$ cat config.mk
export PLATFORM = sky130hd
export DESIGN_NAME = arma_residual_filter_core
export DESIGN_NICKNAME = d
export VERILOG_FILES = /design/src/rtl/arf_pkg.sv /design/src/rtl/arma_residual_filter_core.sv /design/src/rtl/arf_front.sv /design/src/rtl/arf_back.sv
export SDC_FILE = /design/constraint.sdc
export NUM_CORES = 2
export LEC_CHECK = 0
export BUFFER_PORTS_ARGS = -buffer_cell sky130_fd_sc_hd__buf_2
export CORE_UTILIZATION = 45
export CTS_BUF_LIST = sky130_fd_sc_hd__clkbuf_4
export DETAILED_ROUTE_END_ITERATION = 12
export SYNTH_ARGS = -nofsm -noshare
export SYNTH_HDL_FRONTEND = slang
export SYNTH_SLANG_ARGS = --single-unit
$ cat constraint.sdc
create_clock -name clk -period 12 [get_ports clk]
set_clock_uncertainty 0.1 [all_clocks]
set_input_delay 0 -clock clk [delete_from_list [all_inputs] [get_ports clk]]
set_output_delay 0 -clock clk [all_outputs]
set_load 0.05 [all_outputs]
$ cat src/rtl/arf_pkg.sv
// ----------------------------------------------------------------------------
// arf_pkg
// shared widths, register indexes and types for the arma residual filter
// ----------------------------------------------------------------------------
package arf_pkg;

  localparam int LAGS       = 3;
  localparam int LAG_W      = $clog2(LAGS);
  localparam int DATA_W     = 32;
  localparam int COEF_W     = 18;
  localparam int FRAC_W     = 16;
  localparam int SUM_W      = 64;
  localparam int ACC_W      = 56;
  localparam int TAP_W      = 3;
  localparam int CFG_IDX_W  = 3;
  localparam int FIFO_DEPTH = 2;
  localparam int FILL_W     = $clog2(FIFO_DEPTH + 1);

  localparam int AR_TAPS_DEF = 3;
  localparam int MA_TAPS_DEF = 3;

  // configuration register indexes
  localparam logic [CFG_IDX_W-1:0] REG_CONSTANT = 3'd0;
  localparam logic [CFG_IDX_W-1:0] REG_AR_1     = 3'd1;
  localparam logic [CFG_IDX_W-1:0] REG_AR_2     = 3'd2;
  localparam logic [CFG_IDX_W-1:0] REG_AR_3     = 3'd3;
  localparam logic [CFG_IDX_W-1:0] REG_MA_1     = 3'd4;
  localparam logic [CFG_IDX_W-1:0] REG_MA_2     = 3'd5;
  localparam logic [CFG_IDX_W-1:0] REG_MA_3     = 3'd6;

  typedef struct packed {
    logic [DATA_W-1:0]            constant_term;
    logic [LAGS-1:0][COEF_W-1:0]  ar_coef;
    logic [LAGS-1:0][COEF_W-1:0]  ma_coef;
  } cfg_t;

  typedef struct packed {
    logic [DATA_W-1:0] sample_value;
    logic              start_of_series;
  } item_t;

  typedef struct packed {
    logic [FILL_W-1:0] fill;
    logic              full;
  } front_status_t;

endpackage

$ cat src/rtl/arma_residual_filter_core.sv
// ----------------------------------------------------------------------------
// arma_residual_filter_core
// arma one-step residual filter with running conditional sum of squares
// ----------------------------------------------------------------------------
// input channel: in_valid / in_ready move one sample word (sample_value in
//   q16.16, start_of_series clears both lag histories and the sum first)
// output channel: out_valid / out_ready move one result word per sample:
//   residual_value (q16.16, saturated) and sum_of_squares (q32.32, sticky
//   at all ones on overflow)
// config port: cfg_we writes cfg_data to register cfg_index at the clock
//   edge; 0 constant, 1..3 ar coefficients, 4..6 ma coefficients (q2.16);
//   other indexes are ignored; write only while the filter is idle
// throughput: one sample every AR_TAPS + MA_TAPS + 5 cycles (11 with the
//   default orders, 4 with no taps), set by the single shared 32x32
//   multiplier that serves every tap and then the square
// latency: AR_TAPS + MA_TAPS + 5 cycles from acceptance to out_valid
//   (4 with no taps)
// a two-entry queue in front keeps taking samples while the back end
//   works; a stalled receiver holds the result word in the output register
//   and the back end waits with the next result until it is taken
// reset: synchronous; registers, histories, sum and queue are cleared,
//   no result word is pending
// ----------------------------------------------------------------------------
module arma_residual_filter_core #(
  parameter int AR_TAPS = arf_pkg::AR_TAPS_DEF,
  parameter int MA_TAPS = arf_pkg::MA_TAPS_DEF
) (
  input  logic                            clk,
  input  logic                            rst,
  input  logic                            in_valid,
  output logic                            in_ready,
  input  logic [arf_pkg::DATA_W-1:0]      sample_value,
  input  logic                            start_of_series,
  output logic                            out_valid,
  input  logic                            out_ready,
  output logic [arf_pkg::DATA_W-1:0]      residual_value,
  output logic [arf_pkg::SUM_W-1:0]       sum_of_squares,
  input  logic                            cfg_we,
  input  logic [arf_pkg::CFG_IDX_W-1:0]   cfg_index,
  input  logic [arf_pkg::DATA_W-1:0]      cfg_data
);

  // configuration registers
  arf_pkg::cfg_t          cfg;

  // queue between front and back
  arf_pkg::item_t         in_item;
  arf_pkg::item_t         q_item;
  logic                   q_valid;
  logic                   pop;
  arf_pkg::front_status_t front_status;

  assign in_item.sample_value    = sample_value;
  assign in_item.start_of_series = start_of_series;

  // register writes, coefficients keep their low bits only
  always_ff @(posedge clk) begin
    if (rst) begin
      cfg <= '0;
    end else if (cfg_we) begin
      unique case (cfg_index)
        arf_pkg::REG_CONSTANT: cfg.constant_term <= cfg_data;
        arf_pkg::REG_AR_1:     cfg.ar_coef[0]    <= cfg_data[arf_pkg::COEF_W-1:0];
        arf_pkg::REG_AR_2:     cfg.ar_coef[1]    <= cfg_data[arf_pkg::COEF_W-1:0];
        arf_pkg::REG_AR_3:     cfg.ar_coef[2]    <= cfg_data[arf_pkg::COEF_W-1:0];
        arf_pkg::REG_MA_1:     cfg.ma_coef[0]    <= cfg_data[arf_pkg::COEF_W-1:0];
        arf_pkg::REG_MA_2:     cfg.ma_coef[1]    <= cfg_data[arf_pkg::COEF_W-1:0];
        arf_pkg::REG_MA_3:     cfg.ma_coef[2]    <= cfg_data[arf_pkg::COEF_W-1:0];
        default:               cfg               <= cfg;
      endcase
    end
  end

  // front: accepts and queues sample words
  arf_front u_front (
    .clk      (clk),
    .rst      (rst),
    .in_valid (in_valid),
    .in_ready (in_ready),
    .in_item  (in_item),
    .q_valid  (q_valid),
    .q_item   (q_item),
    .pop      (pop),
    .status   (front_status)
  );

  // back: taps, rounding, square and sum on the shared multiplier
  arf_back #(
    .AR_TAPS (AR_TAPS),
    .MA_TAPS (MA_TAPS)
  ) u_back (
    .clk            (clk),
    .rst            (rst),
    .cfg            (cfg),
    .q_valid        (q_valid),
    .q_item         (q_item),
    .pop            (pop),
    .out_valid      (out_valid),
    .out_ready      (out_ready),
    .residual_value (residual_value),
    .sum_of_squares (sum_of_squares)
  );

`ifndef SYNTHESIS
  // the back end only takes a word that the queue holds
  a_pop_needs_word: assert property (@(posedge clk) disable iff (rst)
    pop |-> q_valid)
    else $error("back end popped an empty queue");

  // queue fill never runs past its depth
  a_fill_bound: assert property (@(posedge clk) disable iff (rst)
    front_status.fill <= arf_pkg::FILL_W'(arf_pkg::FIFO_DEPTH))
    else $error("queue fill beyond depth");

  // after reset no result is pending and the queue is empty
  a_reset_clean: assert property (@(posedge clk)
    $past(rst) |-> (!out_valid && !q_valid))
    else $error("state left over after reset");
`endif

endmodule

$ cat src/rtl/arf_front.sv
// ----------------------------------------------------------------------------
// arf_front
// input side: takes sample words and queues them for the back end
// ----------------------------------------------------------------------------
module arf_front (
  input  logic                  clk,
  input  logic                  rst,
  input  logic                  in_valid,
  output logic                  in_ready,
  input  arf_pkg::item_t        in_item,
  output logic                  q_valid,
  output arf_pkg::item_t        q_item,
  input  logic                  pop,
  output arf_pkg::front_status_t status
);

  localparam int PTR_W = (arf_pkg::FIFO_DEPTH > 1) ? $clog2(arf_pkg::FIFO_DEPTH) : 1;
  localparam logic [PTR_W-1:0] PTR_LAST = PTR_W'(arf_pkg::FIFO_DEPTH - 1);

  arf_pkg::item_t             mem [arf_pkg::FIFO_DEPTH];
  logic [PTR_W-1:0]           wr_ptr;
  logic [PTR_W-1:0]           rd_ptr;
  logic [arf_pkg::FILL_W-1:0] fill;
  logic                       push;

  assign in_ready    = (fill != arf_pkg::FILL_W'(arf_pkg::FIFO_DEPTH));
  assign push        = in_valid && in_ready;
  assign q_valid     = (fill != '0);
  assign q_item      = mem[rd_ptr];
  assign status.fill = fill;
  assign status.full = !in_ready;

  always_ff @(posedge clk) begin
    if (push) begin
      mem[wr_ptr] <= in_item;
    end
  end

  always_ff @(posedge clk) begin
    if (rst) begin
      wr_ptr <= '0;
      rd_ptr <= '0;
      fill   <= '0;
    end else begin
      if (push) begin
        wr_ptr <= (wr_ptr == PTR_LAST) ? '0 : wr_ptr + 1'b1;
      end
      if (pop) begin
        rd_ptr <= (rd_ptr == PTR_LAST) ? '0 : rd_ptr + 1'b1;
      end
      case ({push, pop})
        2'b10:   fill <= fill + 1'b1;
        2'b01:   fill <= fill - 1'b1;
        default: fill <= fill;
      endcase
    end
  end

endmodule

$ cat src/rtl/arf_back.sv
// ----------------------------------------------------------------------------
// arf_back
// sequencer with one shared multiplier: taps, rounding, square and sum
// ----------------------------------------------------------------------------
module arf_back #(
  parameter int AR_TAPS = arf_pkg::AR_TAPS_DEF,
  parameter int MA_TAPS = arf_pkg::MA_TAPS_DEF
) (
  input  logic                         clk,
  input  logic                         rst,
  input  arf_pkg::cfg_t                cfg,
  input  logic                         q_valid,
  input  arf_pkg::item_t               q_item,
  output logic                         pop,
  output logic                         out_valid,
  input  logic                         out_ready,
  output logic [arf_pkg::DATA_W-1:0]   residual_value,
  output logic [arf_pkg::SUM_W-1:0]    sum_of_squares
);

  localparam int DW     = arf_pkg::DATA_W;
  localparam int CW     = arf_pkg::COEF_W;
  localparam int AW     = arf_pkg::ACC_W;
  localparam int FW     = arf_pkg::FRAC_W;
  localparam int SW     = arf_pkg::SUM_W;
  localparam int TW     = arf_pkg::TAP_W;
  localparam int LAGS   = arf_pkg::LAGS;
  localparam int NTAPS  = AR_TAPS + MA_TAPS;
  localparam int RW     = AW - FW;
  localparam logic [TW-1:0] LAST_TAP = TW'(NTAPS - 1);
  localparam logic [TW-1:0] AR_N     = TW'(AR_TAPS);

  typedef enum logic [2:0] {
    S_IDLE, S_MAC, S_DRAIN, S_ROUND, S_SQUARE, S_SUM
  } state_t;

  state_t                       state;
  logic [TW-1:0]                tap_idx;
  logic [DW-1:0]                x_reg;
  logic signed [AW-1:0]         acc;
  logic signed [2*DW-1:0]       prod;
  logic [DW-1:0]                r_reg;
  logic [LAGS-1:0][DW-1:0]      sh;
  logic [LAGS-1:0][DW-1:0]      rh;
  logic [SW-1:0]                sum;

  logic                         out_free;
  logic                         is_ar;
  logic [TW-1:0]                lag_full;
  logic [arf_pkg::LAG_W-1:0]    lag;
  logic [CW-1:0]                coef;
  logic signed [DW-1:0]         mul_a;
  logic signed [DW-1:0]         mul_b;
  logic signed [2*DW-1:0]       prod_full;
  logic signed [DW:0]           diff;
  logic signed [AW-1:0]         load_acc;
  logic signed [AW-1:0]         acc_sub;
  logic signed [AW-1:0]         biased;
  logic [RW-1:0]                r_full;
  logic [DW-1:0]                r_sat;
  logic [SW:0]                  sum_wide;
  logic [SW-1:0]                sum_next;

  assign pop      = (state == S_IDLE) && q_valid;
  assign out_free = !out_valid || out_ready;

  // operand select for the shared multiplier
  always_comb begin
    is_ar    = (tap_idx < AR_N);
    lag_full = is_ar ? tap_idx : tap_idx - AR_N;
    lag      = lag_full[arf_pkg::LAG_W-1:0];
    coef     = is_ar ? cfg.ar_coef[lag] : cfg.ma_coef[lag];
    if (state == S_SQUARE) begin
      mul_a = r_reg;
      mul_b = r_reg;
    end else begin
      mul_a = {{(DW-CW){coef[CW-1]}}, coef};
      mul_b = is_ar ? sh[lag] : rh[lag];
    end
    prod_full = mul_a * mul_b;
  end

  always_comb begin
    diff     = $signed({q_item.sample_value[DW-1], q_item.sample_value})
             - $signed({cfg.constant_term[DW-1], cfg.constant_term});
    load_acc = {{(AW-DW-1-FW){diff[DW]}}, diff, {FW{1'b0}}};
    acc_sub  = acc - prod[AW-1:0];
    // round half up, then saturate
    biased   = acc + AW'(1 << (FW - 1));
    r_full   = biased[AW-1:FW];
    if ((&r_full[RW-1:DW-1]) || !(|r_full[RW-1:DW-1])) begin
      r_sat = r_full[DW-1:0];
    end else if (r_full[RW-1]) begin
      r_sat = {1'b1, {(DW-1){1'b0}}};
    end else begin
      r_sat = {1'b0, {(DW-1){1'b1}}};
    end
    sum_wide = {1'b0, sum} + {1'b0, prod[SW-1:0]};
    sum_next = sum_wide[SW] ? {SW{1'b1}} : sum_wide[SW-1:0];
  end

  always_ff @(posedge clk) begin
    if (rst) begin
      state     <= S_IDLE;
      tap_idx   <= '0;
      out_valid <= 1'b0;
      sh        <= '0;
      rh        <= '0;
      sum       <= '0;
    end else begin
      // in the sum state a taken word is replaced by the next one
      if (out_valid && out_ready && (state != S_SUM)) begin
        out_valid <= 1'b0;
      end
      unique case (state)
        S_IDLE: begin
          if (q_valid) begin
            x_reg   <= q_item.sample_value;
            acc     <= load_acc;
            tap_idx <= '0;
            if (q_item.start_of_series) begin
              sh  <= '0;
              rh  <= '0;
              sum <= '0;
            end
            state <= (NTAPS == 0) ? S_ROUND : S_MAC;
          end
        end
        S_MAC: begin
          prod <= prod_full;
          if (tap_idx != '0) begin
            acc <= acc_sub;
          end
          if (tap_idx == LAST_TAP) begin
            state <= S_DRAIN;
          end else begin
            tap_idx <= tap_idx + 1'b1;
          end
        end
        S_DRAIN: begin
          acc   <= acc_sub;
          state <= S_ROUND;
        end
        S_ROUND: begin
          r_reg <= r_sat;
          state <= S_SQUARE;
        end
        S_SQUARE: begin
          prod  <= prod_full;
          state <= S_SUM;
        end
        S_SUM: begin
          if (out_free) begin
            out_valid      <= 1'b1;
            residual_value <= r_reg;
            sum_of_squares <= sum_next;
            sum            <= sum_next;
            sh             <= {sh[LAGS-2:0], x_reg};
            rh             <= {rh[LAGS-2:0], r_reg};
            state          <= S_IDLE;
          end
        end
        default: state <= S_IDLE;
      endcase
    end
  end

endmodule
* Yosys cells after proc, flatten, opt, wreduce, memory -nomap -nowiden
Memory sizes are Yosys's and may differ from the RTL's. A register that Yosys moved wholly into a read port is not among the register bits.
Cells that the tools add are included.
** Cells by class
- Reduce and logical (&&, ||, !) cells :: 34
- Add/sub/neg operators :: 10
- Multiplexer cells :: 46
- Equality and inequality tests :: 22
- Bitwise logic cells :: 1
- $mul :: 1
- $lt $le $gt $ge :: 2
** Operators with widths (count)
- $mux 96 :: 4
- $pmux 96 s2 :: 2
- $mux 64 :: 4
- $mux 32 :: 7
- $pmux 56 s3 :: 1
- $bmux 32 s2 :: 2
- $pmux 64 s2 :: 1
- $mux 56 :: 2
- $bmux 18 s2 :: 2
- $add 64x64->65 :: 1
- $mul 32x32->64 :: 1
- $add 56x17->56 const B :: 1
- $sub 56x56->56 :: 1
- $mux 18 :: 3
- $sub 32x32->33 :: 1
- $eq 3x3->1 const B :: 6
- $pmux 3 s6 :: 1
- $reduce_and 2->1 :: 9
- $mux 3 :: 5
- $eq 3x2->1 const B :: 4
- $reduce_and 3->1 :: 4
- $mux 1 :: 9
- $reduce_and 9->1 :: 1
- $reduce_or 9->1 :: 1
- other kinds (25) :: 43
** Word-level totals
- Memories :: 1
- Register bits after elaboration :: 687
- Bits in writable memories :: 66
** Memory list
- u_front.mem :: depth 2, bits a word 33, read ports 1, clocked after memory_dff 1, wr ports 1, line arf_front.sv:20 : arf_pkg::item_t mem [arf_pkg::FIFO_DEPTH];

* Logic depth before layout (Yosys ltp)
- Depth after elaboration :: 7
- Mapped depth :: 41

* Cells and area by module
From an unflattened synthesis, not the netlist that was laid out.
** Unflattened totals
- Cells, all modules :: 7765
- Area, all modules :: 73784.5 sq um
** By module, submodules not included
- arf_back :: cells an instance 7144, times used 1, area each 65614.2 sq um, seq. area each 13673.1 sq um
- arma_residual_filter_core :: cells an instance 493, times used 1, area each 5571.6 sq um, seq. area each 2802.7 sq um
- arf_front :: cells an instance 128, times used 1, area each 2598.7 sq um, seq. area each 2082.0 sq um

* Worst setup path before layout
Ideal clock, no wire load.
- Path type :: register -> register
- From :: register u_back.tap_idx[0]
- To :: register u_back.prod[63] (data pin)
- Arrival :: 10.143 ns
- Clock period less this slack :: 10.395 ns
- Library setup time :: 0.152 ns
- Path slack :: 1.605 ns
- Stages on the path, launching flop included :: 36
- Path through :: dfxtp_1 -> inv_1 -> clkbuf_1 -> clkbuf_1 -> ha_1 -> clkbuf_1 -> o22ai_1 -> clkbuf_1 -> clkbuf_1 -> o221ai_1 -> o21ai_0 -> a21oi_1 -> nor2_1 -> buf_2 -> and2_1 -> fa_1 -> fa_1 -> fa_1 -> inv_1 -> fa_1 -> inv_1 -> fa_1 -> fa_1 -> inv_1 -> fa_1 -> inv_1 -> fa_1 -> ha_1 -> and4_1 -> nand4_1 -> or4_1 -> o22ai_2 -> a31oi_2 -> o211a_1 -> o31a_1 -> o22ai_1
** On the way
- Longest elaborated chain between the ends :: 7
- Elaborated cells between the ends (all ways) :: 16
** RTL lines
- from (decl) :: line arf_back.sv:38 : logic [TW-1:0] tap_idx;
- from (signal assigned) :: line arf_back.sv:137 : tap_idx <= tap_idx + 1'b1;
- $lt 3x2->1 / $sub 2x2->2 (equally long branches) :: line arf_back.sv:69, arf_back.sv:70
- $mux 2 :: line arf_back.sv:70 : lag_full = is_ar ? tap_idx : tap_idx - AR_N;
- $bmux 18 s2 / $bmux 32 s2 (equally long branches) :: line arf_back.sv:72, arf_back.sv:78
- $mux 18 (not written as such) / $mux 32 (equally long branches) :: line arf_back.sv:72, arf_back.sv:78
- $mux 18 / $mux 32 (equally long branches) :: line arf_back.sv:72, arf_back.sv:78
- $mux 32 :: line arf_back.sv:73 : if (state == S_SQUARE) begin
- $mul 32x32->64 * :: line arf_back.sv:80 : prod_full = mul_a * mul_b;
- via u_back.prod_full[63] :: line arf_back.sv:54 : logic signed [2*DW-1:0] prod_full;
- to (signal assigned) :: line arf_back.sv:130 : prod <= prod_full;
- to (signal assigned) :: line arf_back.sv:149 : prod <= prod_full;
- to (decl) :: line arf_back.sv:41 : logic signed [2*DW-1:0] prod;
The timed path passes the listed nets; every way through them passes the cells marked *. The select of a mux whose other input is x is not followed.
A chain may end at the register's enable or synchronous reset.

* Worst setup path after layout
- From :: register u_back.tap_idx[0]
- To :: register u_back.prod[61] (data pin)
The elaborated chain is that of the path after synthesis.

==> impl_metrics.json <==
{
  "drcViolationCount": 0,
  "core_area_um2": 160900,
  "power_density_nw_per_um2": 201.8,
  "gr-usage-met3": 0.06955,
  "finalHoldViolations": 0,
  "routabilityCongestion": 1.029,
  "placed_cell_area_um2": 76650,
  "synth-simple-area-share": 0.1307,
  "cp-end-kind": "register",
  "die-area_um2": 164000,
  "syn2layout_area_growth_pct": 11.40,
  "leakagePower_uw": 0.03601,
  "drive_above_1_share": 0.1039,
  "cp_data_arrival_time_ns": 12.24,
  "slowest_delay_ns": 0.99,
  "synthAdderAreaFrac": 0.3556,
  "clk_pin_slew_worst_paths_ns": 0.07,
  "hpwl_um": 202500,
  "clock-sinks": 754,
  "syn_nets": 9311,
  "postLayoutCellArea_um2": 81390,
  "tns_ns": 0,
  "setup_viol": 0,
  "netlist.top_cell.by_area": "fa_1",
  "syn_inst": 7813,
  "min_period_ns": 11.48,
  "cpMaxStageDelayCell": "o21a_1",
  "clock_latency_ns": 1.18,
  "met2_usage": 0.4975,
  "cts_root_buf": "clkbuf_4",
  "ys_seq_elements": 754,
  "synth_top_flop_cell": "dfxtp_1",
  "multiInputGateArea_um2": 48760,
  "synth-async-reset-ratio": 0,
  "io_buffers": 170,
  "ys_warn_count": 0,
  "ir_drop_mv": 0.1301,
  "met1_usage": 0.4286,
  "h-tree-depth": 4,
  "crit_top_cell": "fa_1",
  "drv_cap": 0,
  "dr_total_vias": 59510,
  "post-route-period-util": 0.9569,
  "cts_max_path_buffers": 3,
  "synth_compound_area_frac": 0.1285,
  "overflow": 0,
  "yosysSeqAreaShare": 0.2540,
  "grt_pass1_vias": 60450,
  "synthDominantCellAreaShare": 0.2976,
  "yosys-mux-area-fraction": 0.01961,
  "cts_resized": 0,
  "rows": 147,
  "synth_edf_count": 346,
  "groute.usage.overall": 0.3220,
  "top_register": "cfg",
  "antenna_found_initial": 25,
  "reg_top3": "cfg: 140 flops, u_back.rh: 96 flops, u_back.sh: 96 flops",
  "crit_required_ns": 12.75,
  "synth_top_family_by_area": "adder cells",
  "post_drt_wl_per_cell_um": 25.07,
  "grt_setup_unrepaired": "no",
  "regArea_um2": 18560,
  "synth_xor_xnor_area_share": 0.02901,
  "path_class": "register to register",
  "synth_cell_types": 108,
  "start_kind": "register",
  "numCtsBuffers": 188,
  "drt_iter0_drc": 5844,
  "busiest_layer": "met2",
  "worst-path-max-fanout": 34,
  "fin_total_pwr_uw": 16420,
  "status": "finished clean",
  "fp.dieH_um": 404.9,
  "start_util": 0.4540,
  "synth_area_um2": 73060,
  "synth_area_per_cell_um2": 9.351,
  "hold_path.class": "input pin to register",
  "largest_reg_flops": 140,
  "die_w_um": 404.9,
  "tightest_slew_ns": 1.319,
  "synthTopCellsByArea": "fa_1 30%, edfxtp_1 14%, dfxtp_1 11%",
  "wl_um": 262900,
  "firstDrtPassIters": 6,
  "max_freq_mhz": 87.09,
  "finalNetCount": 9667,
  "viasPerCell": 5.676,
  "maxSlewViolCount": 0,
  "fill_cells": 14970,
  "ant_nets": 0,
  "grt_max_degree": 106,
  "tritoncts": "built",
  "relSlewSlack": 0.1146,
  "pin_count": 171,
  "grt_pass1_wl_um": 388700
}
cells by family after synthesis:
| group | count (synthesis) |
|---|---|
| simple gates | 2284 |
| buf+inv | 1556 |
| compound gates | 1416 |
| fa+ha+maj | 1425 |
| flops | 754 |
| xor+xnor | 242 |
| mux | 136 |
where the power goes:
part | internal [µW] | switching [µW] | leakage (µW)
clock | 1120 | 1160 | 0.00148
sequential | 3350 | 415 | 0.00648
combinational | 3470 | 6910 | 0.0280
what timing repair did:
action / 4_1_cts / 5_1_grt
setup buffers: 0 / 0
endpoints found under the hold margin: 514 / 0
hold buffers: 222 / 0
metrics by stage:
step,hold WS [ns],setup WS (ns),utilization,instances
2_1_floorplan,-0.001131,1.605,-,7813
3_3_place_gp,0.08672,0.6553,0.4761,9915
3_5_place_dp,0.09180,0.7264,0.4763,9917
4_1_cts,0.01473,0.6501,0.5056,10470
5_1_grt,0.1097,0.05270,0.5056,10480
6_report,0.1274,0.5174,0.5057,10490
cells in the mapped netlist (6+ instances only):
cell	instances
a211o_1	6
a211oi_1	20
a21o_1	126
a21oi_1	419
a22o_1	61
a22oi_1	193
a31oi_1	24
and2_1	40
and3_1	23
and4_1	10
buf_1	11
buf_2	53
clkbuf_1	337
dfxtp_1	408
edfxtp_1	346
fa_1	1086
ha_1	339
inv_1	1138
mux2_2	57
mux2i_1	79
nand2_1	1019
nand2b_1	57
nand3_1	70
nand4_1	41
nor2_1	870
nor2b_1	30
nor3_1	45
nor3b_1	8
nor4_2	6
o211ai_1	18
o21a_1	46
o21ai_0	188
o21ai_1	54
o21ai_2	12
o21bai_1	39
o221ai_1	54
o22a_1	18
o22ai_1	33
o31ai_1	14
or2_2	20
or3_1	17
xnor2_1	148
xor2_1	94
layer usage:
layer	vias to the layer above	share of wire	routed length (µm)
li1	26130	-	-
met4	6	0.055	14380
met2	2813	0.45	117600
met5	-	0.00011	28
met3	644	0.092	24110
met1	29920	0.41	106800
cell usage in the layout (no fill, tap or decap), drive strengths merged, types with 31 or more instances in the layout:
| cell type | instances |
|---|---|
| nand2 | 1019 |
| a22o | 61 |
| o221ai | 54 |
| mux2 | 57 |
| o21a | 47 |
| clkinv | 37 |
| a21oi | 426 |
| o22ai | 34 |
| a31oi | 31 |
| a22oi | 194 |
| fa | 1086 |
| o21ai | 255 |
| xnor2 | 148 |
| mux2i | 79 |
| nand2b | 57 |
| o21bai | 39 |
| nand3 | 73 |
| a21o | 127 |
| inv | 1148 |
| nor3 | 47 |
| ha | 339 |
| clkbuf | 289 |
| dfxtp | 408 |
| nor2 | 872 |
| and2 | 42 |
| edfxtp | 346 |
| dlygate4sd3 | 221 |
| buf | 362 |
| xor2 | 94 |
| nand4 | 41 |
layout make-up:
type | instances | area share
repair buffers | 583 | 0.05642
clock inverters | 46 | 0.003751
multi-input cells | 5503 | 0.5990
well taps | 2160 | 0.03320
flip-flops and latches | 754 | 0.2280
diodes | 11 | 0.0003382
inverters | 1139 | 0.05259
clock buffers | 289 | 0.02666
worst paths after layout:
check             depth (start not counted)              start  slack, ns         endpoint
setup reg to reg                         33  u_back.tap_idx[0]       0.52  u_back.prod[61]
hold / removal                            7       cfg_index[2]       0.13          cfg[62]
setup / recovery                         33  u_back.tap_idx[0]       0.52  u_back.prod[61]
hold reg to reg                           2            cfg[93]       0.35          cfg[93]
critical path: cells and delay by family (launching register included):
family	cells	cell delay, ns
adders and majority gates	10	4.91
AOI/OAI and AO/OA	15	4.32
buffers and inverters	5	1.13
DFF	1	0.31
and+or+nand+nor	2	0.28
xor gates and xnor gates	1	0.11
Note: power is estimated with default switching activity, not from simulation.
